==> src/rtl/core/cor_pkg.sv <==
// ---------------------------------------------------------------------------
// Circle outline rasterizer package
// Shared widths, limits and result codes for the outline walk.
// ---------------------------------------------------------------------------
package cor_pkg;

   localparam int CENTER_W         = 10;
   localparam int RADIUS_Q_W       = 9;
   localparam int POINT_W          = 12;
   localparam int RADIUS_FRAC_BITS = 4;
   localparam int MAX_RADIUS       = 31;
   localparam int WALK_W           = 6;
   localparam int SQ_W             = 10;
   localparam int DIST_W           = 12;
   localparam int PRODUCT_W        = 2 * RADIUS_Q_W;

   localparam logic [PRODUCT_W-1:0] SQ_MAX =
      PRODUCT_W'((MAX_RADIUS + 1) * (MAX_RADIUS + 1) - 1);
   localparam logic [RADIUS_Q_W-1:0] R_MAX = RADIUS_Q_W'(MAX_RADIUS);

   localparam logic KIND_OUTLINE = 1'b0;
   localparam logic KIND_AIM     = 1'b1;

endpackage

==> src/rtl/core/cor_squarer.sv <==
// ---------------------------------------------------------------------------
// Circle outline rasterizer squarer
// Shared registered squarer used for both the squared radius and the
// initial walk distance.
// ---------------------------------------------------------------------------
module cor_squarer (
   input  logic                               clock,
   input  logic [cor_pkg::RADIUS_Q_W-1:0]     operand,
   output logic [cor_pkg::PRODUCT_W-1:0]      product_ff
);

   logic [cor_pkg::PRODUCT_W-1:0] product_in;

   assign product_in = cor_pkg::PRODUCT_W'(operand) * cor_pkg::PRODUCT_W'(operand);

   always_ff @(posedge clock) begin
      product_ff <= product_in;
   end

endmodule

==> src/rtl/core/circle_outline_rasterizer.sv <==
// ---------------------------------------------------------------------------
// Circle outline rasterizer
// Flow: a request passes ST_LOAD_S, ST_LOAD_R and ST_LOAD_D; the walk then
// sends N outline results (at most 2r + 1) and one aim result, one step per
// cycle while the result register is free. One request is handled at a time.
// Reset: synchronous; the block returns idle with no result pending.
// ---------------------------------------------------------------------------
module circle_outline_rasterizer (
   input  logic                                  clock,
   input  logic                                  reset,
   input  logic                                  req_valid,
   output logic                                  req_ready,
   input  logic [cor_pkg::CENTER_W-1:0]          req_center_x,
   input  logic [cor_pkg::CENTER_W-1:0]          req_center_y,
   input  logic [cor_pkg::RADIUS_Q_W-1:0]        req_radius_q,
   output logic                                  rsp_valid,
   input  logic                                  rsp_ready,
   output logic                                  rsp_kind,
   output logic signed [cor_pkg::POINT_W-1:0]    rsp_pos_pos_x,
   output logic signed [cor_pkg::POINT_W-1:0]    rsp_pos_pos_y,
   output logic signed [cor_pkg::POINT_W-1:0]    rsp_pos_neg_x,
   output logic signed [cor_pkg::POINT_W-1:0]    rsp_pos_neg_y,
   output logic signed [cor_pkg::POINT_W-1:0]    rsp_neg_pos_x,
   output logic signed [cor_pkg::POINT_W-1:0]    rsp_neg_pos_y,
   output logic signed [cor_pkg::POINT_W-1:0]    rsp_neg_neg_x,
   output logic signed [cor_pkg::POINT_W-1:0]    rsp_neg_neg_y,
   output logic                                  rsp_last
);

   typedef enum logic [5:0] {
      ST_IDLE   = 6'b000001,
      ST_LOAD_S = 6'b000010,
      ST_LOAD_R = 6'b000100,
      ST_LOAD_D = 6'b001000,
      ST_WALK   = 6'b010000,
      ST_AIM    = 6'b100000
   } state_type;

   localparam int PW = cor_pkg::POINT_W;

   state_type state_ff, state_in;
   logic      rsp_valid_ff, rsp_valid_in;

   logic [cor_pkg::CENTER_W-1:0]   center_x_ff, center_x_in;
   logic [cor_pkg::CENTER_W-1:0]   center_y_ff, center_y_in;
   logic [cor_pkg::RADIUS_Q_W-1:0] radius_q_ff, radius_q_in;
   logic [cor_pkg::WALK_W-1:0]     walk_x_ff, walk_x_in;
   logic [cor_pkg::WALK_W-1:0]     walk_y_ff, walk_y_in;
   logic [cor_pkg::SQ_W-1:0]       radius_sq_ff, radius_sq_in;
   logic [cor_pkg::DIST_W-1:0]     dist_ff, dist_in;

   logic                           kind_ff, kind_in;
   logic                           last_ff, last_in;
   logic [PW-1:0]                  ppx_ff, ppx_in, ppy_ff, ppy_in;
   logic [PW-1:0]                  pnx_ff, pnx_in, pny_ff, pny_in;
   logic [PW-1:0]                  npx_ff, npx_in, npy_ff, npy_in;
   logic [PW-1:0]                  nnx_ff, nnx_in, nny_ff, nny_in;

   logic [cor_pkg::RADIUS_Q_W-1:0] sq_operand;
   logic [cor_pkg::PRODUCT_W-1:0]  sq_product;
   logic [cor_pkg::PRODUCT_W-1:0]  sq_scaled;
   logic [cor_pkg::RADIUS_Q_W-1:0] radius_whole;
   logic                           accept;
   logic                           emit;
   logic                           step_x;
   logic [PW-1:0]                  cx_ext, cy_ext, dx_ext, dy_ext;

   cor_squarer u_squarer (
      .clock      (clock),
      .operand    (sq_operand),
      .product_ff (sq_product)
   );

   assign accept       = req_valid && req_ready;
   assign req_ready    = (state_ff == ST_IDLE);
   assign emit         = ((state_ff == ST_WALK) || (state_ff == ST_AIM)) &&
                         (!rsp_valid_ff || rsp_ready);
   assign step_x       = (dist_ff <= cor_pkg::DIST_W'(radius_sq_ff));
   assign radius_whole = req_radius_q >> cor_pkg::RADIUS_FRAC_BITS;
   assign sq_operand   = (state_ff == ST_LOAD_S) ? radius_q_ff :
                         cor_pkg::RADIUS_Q_W'(walk_y_ff);
   assign sq_scaled    = sq_product >> (2 * cor_pkg::RADIUS_FRAC_BITS);

   assign cx_ext = PW'(center_x_ff);
   assign cy_ext = PW'(center_y_ff);
   assign dx_ext = (state_ff == ST_AIM) ? '0 : PW'(walk_x_ff);
   assign dy_ext = (state_ff == ST_AIM) ? '0 : PW'(walk_y_ff);

   always_comb begin
      state_in     = state_ff;
      center_x_in  = center_x_ff;
      center_y_in  = center_y_ff;
      radius_q_in  = radius_q_ff;
      walk_x_in    = walk_x_ff;
      walk_y_in    = walk_y_ff;
      radius_sq_in = radius_sq_ff;
      dist_in      = dist_ff;
      unique case (state_ff)
         ST_IDLE: begin
            if (accept) begin
               center_x_in = req_center_x;
               center_y_in = req_center_y;
               radius_q_in = req_radius_q;
               walk_x_in   = '0;
               walk_y_in   = (radius_whole > cor_pkg::R_MAX) ?
                             cor_pkg::WALK_W'(cor_pkg::MAX_RADIUS) :
                             radius_whole[cor_pkg::WALK_W-1:0];
               state_in    = ST_LOAD_S;
            end
         end
         ST_LOAD_S: begin
            state_in = ST_LOAD_R;
         end
         ST_LOAD_R: begin
            radius_sq_in = (sq_scaled > cor_pkg::SQ_MAX) ?
                           cor_pkg::SQ_MAX[cor_pkg::SQ_W-1:0] :
                           sq_scaled[cor_pkg::SQ_W-1:0];
            state_in     = ST_LOAD_D;
         end
         ST_LOAD_D: begin
            dist_in  = sq_product[cor_pkg::DIST_W-1:0] + cor_pkg::DIST_W'(1);
            state_in = ST_WALK;
         end
         ST_WALK: begin
            if (emit) begin
               if (step_x) begin
                  walk_x_in = walk_x_ff + cor_pkg::WALK_W'(1);
                  dist_in   = dist_ff + cor_pkg::DIST_W'({walk_x_ff, 1'b0}) +
                              cor_pkg::DIST_W'(3);
               end else if (walk_y_ff == '0) begin
                  state_in = ST_AIM;
               end else begin
                  walk_y_in = walk_y_ff - cor_pkg::WALK_W'(1);
                  dist_in   = dist_ff - cor_pkg::DIST_W'({walk_y_ff, 1'b0}) +
                              cor_pkg::DIST_W'(1);
               end
            end
         end
         ST_AIM: begin
            if (emit) begin
               state_in = ST_IDLE;
            end
         end
         default: begin
            state_in = ST_IDLE;
         end
      endcase
   end

   always_comb begin
      rsp_valid_in = rsp_valid_ff && !rsp_ready;
      kind_in      = kind_ff;
      last_in      = last_ff;
      ppx_in       = ppx_ff;
      ppy_in       = ppy_ff;
      pnx_in       = pnx_ff;
      pny_in       = pny_ff;
      npx_in       = npx_ff;
      npy_in       = npy_ff;
      nnx_in       = nnx_ff;
      nny_in       = nny_ff;
      if (emit) begin
         rsp_valid_in = 1'b1;
         kind_in      = (state_ff == ST_AIM) ? cor_pkg::KIND_AIM : cor_pkg::KIND_OUTLINE;
         last_in      = (state_ff == ST_AIM);
         ppx_in       = cx_ext + dx_ext;
         ppy_in       = cy_ext + dy_ext;
         pnx_in       = cx_ext + dx_ext;
         pny_in       = cy_ext - dy_ext;
         npx_in       = cx_ext - dx_ext;
         npy_in       = cy_ext + dy_ext;
         nnx_in       = cx_ext - dx_ext;
         nny_in       = cy_ext - dy_ext;
      end
   end

   always_ff @(posedge clock) begin
      if (reset) begin
         state_ff     <= ST_IDLE;
         rsp_valid_ff <= 1'b0;
      end else begin
         state_ff     <= state_in;
         rsp_valid_ff <= rsp_valid_in;
      end
   end

   always_ff @(posedge clock) begin
      center_x_ff  <= center_x_in;
      center_y_ff  <= center_y_in;
      radius_q_ff  <= radius_q_in;
      walk_x_ff    <= walk_x_in;
      walk_y_ff    <= walk_y_in;
      radius_sq_ff <= radius_sq_in;
      dist_ff      <= dist_in;
      kind_ff      <= kind_in;
      last_ff      <= last_in;
      ppx_ff       <= ppx_in;
      ppy_ff       <= ppy_in;
      pnx_ff       <= pnx_in;
      pny_ff       <= pny_in;
      npx_ff       <= npx_in;
      npy_ff       <= npy_in;
      nnx_ff       <= nnx_in;
      nny_ff       <= nny_in;
   end

   assign rsp_valid     = rsp_valid_ff;
   assign rsp_kind      = kind_ff;
   assign rsp_last      = last_ff;
   assign rsp_pos_pos_x = ppx_ff;
   assign rsp_pos_pos_y = ppy_ff;
   assign rsp_pos_neg_x = pnx_ff;
   assign rsp_pos_neg_y = pny_ff;
   assign rsp_neg_pos_x = npx_ff;
   assign rsp_neg_pos_y = npy_ff;
   assign rsp_neg_neg_x = nnx_ff;
   assign rsp_neg_neg_y = nny_ff;

endmodule

==> config.mk <==
export PLATFORM = sky130hd
export DESIGN_NAME = circle_outline_rasterizer
export DESIGN_NICKNAME = d
export VERILOG_FILES = /design/src/rtl/core/cor_pkg.sv /design/src/rtl/core/cor_squarer.sv /design/src/rtl/core/circle_outline_rasterizer.sv
export SDC_FILE = /design/constraint.sdc
export NUM_CORES = 1
export LEC_CHECK = 0
export ABC_AREA = 1
export BUFFER_PORTS_ARGS = -buffer_cell sky130_fd_sc_hd__buf_2
export CELL_PAD_IN_SITES_DETAIL_PLACEMENT = 1
export CELL_PAD_IN_SITES_GLOBAL_PLACEMENT = 1
export CORE_MARGIN = 2
export CORE_UTILIZATION = 45
export DETAILED_ROUTE_END_ITERATION = 7
export PLACE_DENSITY = 0.93
export SYNTH_ARGS = -nofsm -noshare
export SYNTH_HDL_FRONTEND = slang
export SYNTH_HIERARCHICAL = 1
export SYNTH_SLANG_ARGS = --single-unit
==> constraint.sdc <==
create_clock -name clock -period 5.3 [get_ports clock]
set_input_delay 0.53 -clock clock [delete_from_list [all_inputs] [get_ports clock]]
set_output_delay 0.53 -clock clock [all_outputs]
set_load 0.05 [all_outputs]
==> flow_summary.ini, run 1 <==
[run_status]
status = complete, no violations

[clock_tree]
clkLatencyLatePin_ps = 450
tritoncts = yes
postCtsSetupBuffers = 0
clockBufferDepth = 2
h-tree-depth = 4
cts-root-buf = clkbuf_16
cts_hold_buf = 0
path_clk_slew_ps = 70
cts.sinks = 130
cts_buffers = 17

[grt]
grt_pass1_vias = 9411
antenna_found_initial = 4
grt_overflow_total = 0
grt_util_all_layers = 0.273
grt_max_degree = 44
grt_pass1_wl_um = 50200

[timing]
min_period_over_period = 0.921
rsz0062_at_grt = false
finalMaxSlewViolations = 0
holdWs_ps = 259
hold_viol_final = 0
tightest_slew_ps = 1120
fin_crit_ps = 4880
fin_setup_tns_ps = 0
setup_viol = 0
clock_skew_ps = 14.2
fmax_mhz = 205
slew_headroom = 0.247

[power]
power.density_mw_per_mm2 = 420
irDropWorstVdd_mv = 0.257
p_leak_uw = 0.00588

[layout]
final_nets = 1439
final_common_cell = inv_1
layout_common_cells = inv_1, nand2_1, buf_2
synthToLayoutAreaGrowth_pct = 11.3
final_core_util = 0.505
fillerInstances = 2688
finalNonFillerCells = 1561
final_layout_size_suffix_gt1_frac = 0.159

[synthesis]
synthCells = 1184
syn_area_mm2 = 0.0102
async_flop_share = 0
syn_avg_cell_area_um2 = 8.61
synth-seq-cells = 130
ys.flop_type = edfxtp_1
synthTopCellsByArea = edfxtp_1, ha_1, inv_1
synth_warnings = 6
synth.largest_area_cell = edfxtp_1
synth.distinct_cells = 48
ys_seq_area_frac = 0.360
synth_top_area_frac = 0.312
synth-edff-count = 106

[route]
finalWirelength_um = 32300
drt_first_pass_iters = 7
viasPerCell = 5.46
num_vias = 8527
first_iter_violations = 540
antenna_left = 0
drc_errors = 0
avgRoutedWirePerCell_um = 20.7

[run]
maxCapViolCount = 0

[place]
hpwlAfterDp_um = 22600
port_buffers = 128
dp_cells = 1526
routabilityCongestion = 0.899

[setup_path]
worst_ep_arrival_time_ps = 5220
path_max_fanout = 17
endpoint_kind = register
cp_top_family = adder cells
critPathRequiredTime_ps = 5640
cpMostUsedCell = nand2_1
critPathBufInv = 8
crit_slowest_cell = fa_1
max_stage_delay_ps = 600
path_class = register to register
start_kind = register

[die]
fp.dieH_um = 154
io_pins = 133
floorplan.initialDensity = 0.454
die-area_mm2 = 0.0239
rows = 55
core_mm2 = 0.0224
die_w_um = 154

[min_path]
worstHoldPathType = primary input to register
-- path summary, 6_finish.rpt --
check | start | end | slack [ps] | cells past startpoint
min | req_center_x[6] | center_x_ff[6] | 260 | 1
max | state_ff[3] | u_squarer/product_ff[16] | 420 | 25
min reg2reg | u_squarer/product_ff[12] | radius_sq_ff[4] | 420 | 0
max reg2reg | state_ff[3] | u_squarer/product_ff[16] | 420 | 25
-- cells in the mapped netlist, types with 2 or more instances --
cell type,number
nor2_2,6
edfxtp_1,106
o21ai_1,4
nand2_2,5
or2_1,2
o21ai_2,2
and3_1,2
nor2_1,83
o21ai_0,22
buf_4,58
a31oi_1,2
inv_2,2
inv_1,240
ha_1,106
or2_2,2
nand3b_1,2
fa_1,40
nor4_1,2
nor3_2,4
o21bai_1,5
o31ai_1,3
clkbuf_1,18
o211ai_1,3
xnor2_1,15
nor3_1,6
nand2_1,227
a21o_1,2
a21oi_1,51
buf_2,10
dfxtp_1,24
a21oi_2,2
conb_1,2
nand4_1,16
nand3_1,47
xor2_1,49
nor2_4,2
-- routing by layer --
| layer | global-route usage | wire length, um |
|---|---|---|
| met4 | 0.146 | 1750 |
| met2 | 0.517 | 17100 |
| met1 | 0.286 | 11800 |
| met5 | 0 | 11 |
| met3 | 0.0513 | 1610 |
-- per-stage QoR --
stage	setup slack [ps]	power, uW	instance area [um2]
final	417	4770	11300
after detailed placement	476	3410	10700
after global routing	99.2	5020	11300
after CTS	354	4730	11300
after global placement	744	3200	10700
after floorplan	571	2870	10200
-- report_power, final --
group	leakage, uW	internal, uW	switching [uW]
logic	0.00444	706	1440
registers	0.00118	1300	109
clock network	0.000269	700	515
-- sequential cells by signal, indices dropped and copies added (netlist names), 10 cells and up --
signal	count
radius_sq_ff	10
rsp_pos_neg_x	11
rsp_neg_neg_x	10
center_y_ff	10
rsp_neg_neg_y	10
rsp_neg_pos_y	11
u_squarer/product_ff	17
dist_ff	12
center_x_ff	10
-- layout make-up --
type	count	area, um2	share of cell area
Multi-Input combinational cell	727	5070	0.447
Inverter	243	912	0.0804
Clock inverter	13	153	0.0135
Clock buffer	19	433	0.0382
Antenna cell	3	7.51	0.000662
Timing Repair Buffer	141	742	0.0654
Sequential cell	130	3660	0.323
Tap cell	285	357	0.0314
-- cells by family (layout without fill, tap and decap cells) --
family / Yosys count / count (layout) / share of synthesized area
and+or+nand+nor: 410 / 410 / 0.173
buffers and inverters: 330 / 416 / 0.145
adders and majority gates: 146 / 146 / 0.209
DFF: 130 / 130 / 0.360
AOI/OAI and AO/OA: 101 / 101 / 0.0573
xor gates and xnor gates: 64 / 64 / 0.0550
other: 2 / 8 / 0.000737
muxes: 1 / 1 / 0.000982
-- timing repair --
| action | 4_1_cts | 5_1_grt |
|---|---|---|
| hold endpoints to repair | 0 | 0 |
| setup endpoints to repair | 0 | 1 |
| resized for setup | 0 | 1 |
Power figures use the tool's default switching activity.
==> run 2, diff against run 1 <==
--- a/config.mk
+++ b/config.mk
@@ -12,6 +12,7 @@
 export CORE_MARGIN = 2
 export CORE_UTILIZATION = 45
 export DETAILED_ROUTE_END_ITERATION = 7
+export GPL_TIMING_DRIVEN = 0
 export PLACE_DENSITY = 0.93
 export SYNTH_ARGS = -nofsm -noshare
 export SYNTH_HDL_FRONTEND = slang
==> flow_summary.ini, run 2 (synthesis results as in run 1) <==
[layout]
finalNonFillerCells = 1636
final_nets = 1515
layout_common_cells = inv_1, nand2_1, buf_2
largest_reg_flops = 17
synthToLayoutAreaGrowth_pct = 16.4
final_common_cell = inv_1
reg_top3 = u_squarer/product_ff x17, dist_ff x12
fillerInstances = 2682
regMostFlops = u_squarer/product_ff
final_layout_size_suffix_gt1_frac = 0.199

[route]
drc_errors = 0
finalWirelength_um = 33700
antenna_left = 0
avgRoutedWirePerCell_um = 20.6
first_iter_violations = 594
num_vias = 8861
viasPerCell = 5.42
drt_first_pass_iters = 5

[timing]
tightest_slew_ps = 1400
fmax_mhz = 198
setup_viol = 0
min_period_over_period = 0.953
fin_crit_ps = 5050
hold_viol_final = 0
slew_headroom = 0.0639
clock_skew_ps = 15.1
finalMaxSlewViolations = 0

[die]
io_pins = 133
rows = 55
die_w_um = 154
floorplan.initialDensity = 0.454
die-area_mm2 = 0.0239
fp.dieH_um = 154
core_mm2 = 0.0224

[power]
switching_share = 0.432
p_switching_uw = 2040
irDropWorstVdd_mv = 0.262
p_comb_frac = 0.449
intPower_uw = 2680
power.density_mw_per_mm2 = 398
pwr-share-seq = 0.299
p_leak_uw = 0.00620
p_total_uw = 4720
clkPwrFrac = 0.252

[clock_tree]
path_clk_slew_ps = 70
cts_hold_buf = 0
cts-root-buf = clkbuf_16
clockBufferDepth = 2
cts_buffers = 17
h-tree-depth = 4
tritoncts = yes
cts.sinks = 130
clkLatencyLatePin_ps = 450

[setup_path]
start_kind = register
endpoint_kind = register
rr_startpoint = state_ff[3]
r2r_setup_slack_ps = 250
rr_worst_depth = 22
path_class = register to register
rr_endpoint = u_squarer/product_ff[14]
critPathRequiredTime_ps = 5630
worst_ep_arrival_time_ps = 5380
path_max_fanout = 10

[grt]
antenna_found_initial = 2
grt_overflow_total = 0
grt_pass1_vias = 9758
grt_util_all_layers = 0.276
grt_max_degree = 31
grt_pass1_wl_um = 51100

[min_path]
min_from = req_center_x[9]
holdPathStages = 1
worstHoldPathType = primary input to register
holdPathEnd = center_x_ff[9]

[run]
maxCapViolCount = 0

[place]
routabilityCongestion = 0.875
port_buffers = 128
hpwlAfterDp_um = 23200
dp_cells = 1601

[run_status]
status = complete, no violations
run 2: area by class of cell:
class	instances	area (um2)	share of cell area
Tap cell	285	357	0.0301
Inverter	243	912	0.0769
Clock inverter	13	128	0.0108
Clock buffer	19	433	0.0365
Multi-Input combinational cell	727	5100	0.430
Timing Repair Buffer	130	676	0.0570
Buffer	87	587	0.0495
Sequential cell	130	3660	0.309
Antenna cell	2	5.00	0.000422
run 2: metal layers:
metal | global-route usage | up-vias | share of wire
met1 | 0.286 | 4365 | 0.36
met5 | 0 | - | 0
li1 | - | 3970 | -
met2 | 0.523 | 373 | 0.52
met4 | 0.157 | 0 | 0.065
met3 | 0.0460 | 153 | 0.050
run 2: worst max-delay path: stages, from the launching register on:
cell and delay (ps):
dfxtp_1 320, inv_1 80, nand2_1 80, inv_1 100, nand4_1 130, buf_4 230
a21oi_2 280, clkbuf_4 300, nand2_1 80, inv_1 80, fa_1 470, fa_1 520
fa_1 540, inv_1 50, fa_1 540, inv_1 50, ha_1 360, a21oi_1 280
nor2_1 70, nor2_1 130, nand3_1 80, nand2_1 60, nand2_1 80
run 2: how the worst max path moves through the flow:
stage | from | end | slack [ps]
3_5_place_dp | state_ff[3] | u_squarer/product_ff[16] | -510
6_report | state_ff[3] | u_squarer/product_ff[14] | 250
5_1_grt | state_ff[3] | u_squarer/product_ff[17] | -10
3_3_place_gp | state_ff[5] | u_squarer/product_ff[16] | -210
2_1_floorplan | state_ff[5] | u_squarer/product_ff[16] | 570
4_1_cts | state_ff[3] | u_squarer/product_ff[16] | 120
run 2: per-stage QoR:
step                area (um2)  setup TNS (ps)  hold WS [ps]  setup WS (ps)  utilization
global placement         11200           -1100           466           -208        0.499
global route             11900           -10.6           242          -10.6        0.529
finish                   11900               0           253            250        0.529
floorplan                10200               0           458            571            -
CTS                      11800               0           241            119        0.527
detailed placement       11200           -3800           466           -513        0.501
run 2: what timing repair did:
| item | 4_1_cts | 5_1_grt |
|---|---|---|
| resized for setup | 6 | 20 |
| buffers inserted | 1 | 0 |
| cloned | 0 | 0 |
| endpoints found under the setup margin | 11 | 9 |
run 2: power by group through the flow:
stage	Sequential (uW)	Combinational, uW	Clock, uW
global route	1420	2350	1220
finish	1410	2120	1190
floorplan	1430	1440	0
detailed placement	1420	1990	0
global placement	1400	1810	0
CTS	1400	2070	1170
==> run 3, diff against run 2 <==
--- a/config.mk
+++ b/config.mk
@@ -9,6 +9,7 @@
 export BUFFER_PORTS_ARGS = -buffer_cell sky130_fd_sc_hd__buf_2
 export CELL_PAD_IN_SITES_DETAIL_PLACEMENT = 1
 export CELL_PAD_IN_SITES_GLOBAL_PLACEMENT = 1
+export CORE_ASPECT_RATIO = 0.6
 export CORE_MARGIN = 2
 export CORE_UTILIZATION = 45
 export DETAILED_ROUTE_END_ITERATION = 7
==> flow_summary.ini, run 3 (synthesis results as in run 1) <==
[run_status]
status = complete, no violations

[timing]
setup_viol = 0
slew_headroom = 0.0943
min_period_over_period = 0.995
tightest_slew_ps = 1350
finalMaxSlewViolations = 0
timing.final.ws_setup_ps = 26.2
clock_skew_ps = 19.9
fmax_mhz = 190
fin_crit_ps = 5270
fin_setup_tns_ps = 0
hold_viol_final = 0

[die]
io_pins = 133
core_mm2 = 0.0221
floorplan.initialDensity = 0.461
die-area_mm2 = 0.0239
fp.dieH_um = 121
die_w_um = 198
rows = 42

[min_path]
worstHoldPathType = primary input to register
holdPathStages = 1

[place]
place_area_mm2 = 0.0113
routabilityCongestion = 0.906
hpwlAfterDp_um = 26500
port_buffers = 128
pre_cts_slack_ps = -360
dp_cells = 1624

[layout]
final_nets = 1523
synthToLayoutAreaGrowth_pct = 18.1
final_common_cell = inv_1
largest_reg_flops = 17
regMostFlops = u_squarer/product_ff
diodes = 0
layout_common_cells = inv_1, nand2_1, buf_2
reg_top3 = u_squarer/product_ff x17, dist_ff x12
fillerInstances = 2661
final_area_mm2 = 0.0120
final_layout_size_suffix_gt1_frac = 0.214
finalNonFillerCells = 1665

[setup_path]
r2r_setup_slack_ps = 30
rr_worst_depth = 22
start_kind = register
rr_startpoint = state_ff[5]
path_cells = nor2_4 > nand4_1 > buf_6 > a21oi_2 > buf_6 > nand2_1 > inv_1 > fa_1 > fa_2 > fa_1 > inv_1 > fa_1 > inv_1 > ha_4 > nand2_1 > nand2_1 > nand2_1 > nand2_1 > a21oi_2 > nand2_1 > nand2_1 > nand2_1
max_stage_delay_ps = 590
crit_start = state_ff[5]
endpoint_kind = register
cpMostUsedCell = nand2_1
rr_endpoint = u_squarer/product_ff[17]
critPathRequiredTime_ps = 5630
path_max_fanout = 9
worst_ep_arrival_time_ps = 5610
path_class = register to register
endpoint = u_squarer/product_ff[17]
crit_slowest_cell = fa_1

[run]
maxCapViolCount = 0

[grt]
grt_max_degree = 32
grt_pass1_wl_um = 56800
grt_overflow_total = 0
grt_pass1_vias = 9833
grt_util_all_layers = 0.321
antenna_found_initial = 1

[clock_tree]
cts.sinks = 130
path_clk_slew_ps = 80
tritoncts = yes
cts-root-buf = clkbuf_16
clkLatencyLatePin_ps = 450
clockBufferDepth = 2
cts_hold_buf = 0
cts_buffers = 17
h-tree-depth = 4

[route]
drc_errors = 0
first_iter_violations = 960
antenna_left = 0
drt_first_pass_iters = 6
finalWirelength_um = 39100
viasPerCell = 5.61
avgRoutedWirePerCell_um = 23.5
num_vias = 9343

[power]
p_leak_uw = 0.00624
irDropWorstVdd_mv = 0.314
power.density_mw_per_mm2 = 417
[run 3: cell types whose count changed in the layout (fill, tap and decap cells not counted), sizes merged]
cell | previous run | this run
buf | 200 | 211
diode | 2 | 0
inv | 247 | 242
clkinvlp | 4 | 3
bufinv | 1 | 2
clkinv | 4 | 10
clkbuf | 36 | 32
[run 3: repair_timing]
item                                   CTS  global route
pin swaps                                0             3
endpoints found under the hold margin    0             0
cloned                                   0             1
resized for setup                        8            47
buffers inserted                         1             6
setup endpoints to repair               10            10
[run 3: power breakdown]
group	internal [uW]	total [uW]	leakage (uW)	switching, uW
clock network	689	1220	0.000271	527
registers	1300	1410	0.00118	110
logic	797	2390	0.00479	1590
total	2790	5020	0.00624	2230
[run 3: worst max-delay path, delay by kind of cell, from the launching register on]
kind / cells / cell delay (ps)
flops: 1 / 410
buf+inv: 5 / 740
fa+ha+maj: 5 / 2420
compound gates: 2 / 370
simple gates: 10 / 1210
[run 3: worst min path at each step]
stage               slack [ps]               to                     start
detailed placement         470  radius_sq_ff[5]  u_squarer/product_ff[13]
floorplan                  460  radius_sq_ff[4]  u_squarer/product_ff[12]
CTS                        240   center_x_ff[9]           req_center_x[9]
global placement           470  radius_sq_ff[5]  u_squarer/product_ff[13]
finish                     250   center_x_ff[9]           req_center_x[9]
global route               240   center_x_ff[9]           req_center_x[9]
[run 3: per-layer routing]
| layer | wire [um] | GRT usage | share of wire | vias to the layer above |
|---|---|---|---|---|
| met5 | 13 | 0 | 0.00033 | - |
| met4 | 2210 | 0.172 | 0.056 | 2 |
| met3 | 3390 | 0.0734 | 0.087 | 182 |
| met2 | 18400 | 0.531 | 0.47 | 578 |
| met1 | 15100 | 0.391 | 0.39 | 4597 |
| li1 | - | - | - | 3984 |
[run 3: layout make-up]
type / count / area [um2] / share of cell area
tap: 308 / 385 / 0.0320
clock inverter: 14 / 140 / 0.0116
clock buffer: 18 / 429 / 0.0356
multi-input combinational: 727 / 5140 / 0.427
inverter: 243 / 912 / 0.0758
buffer: 87 / 609 / 0.0506
timing repair buffer: 138 / 756 / 0.0628
sequential: 130 / 3660 / 0.304
[run 3: metrics by stage]
step	total power [uW]	utilization	hold WS (ps)
floorplan	2870	-	458
global placement	3320	0.507	468
detailed placement	3510	0.509	470
CTS	4800	0.536	240
global route	5230	0.544	235
finish	5020	0.544	248
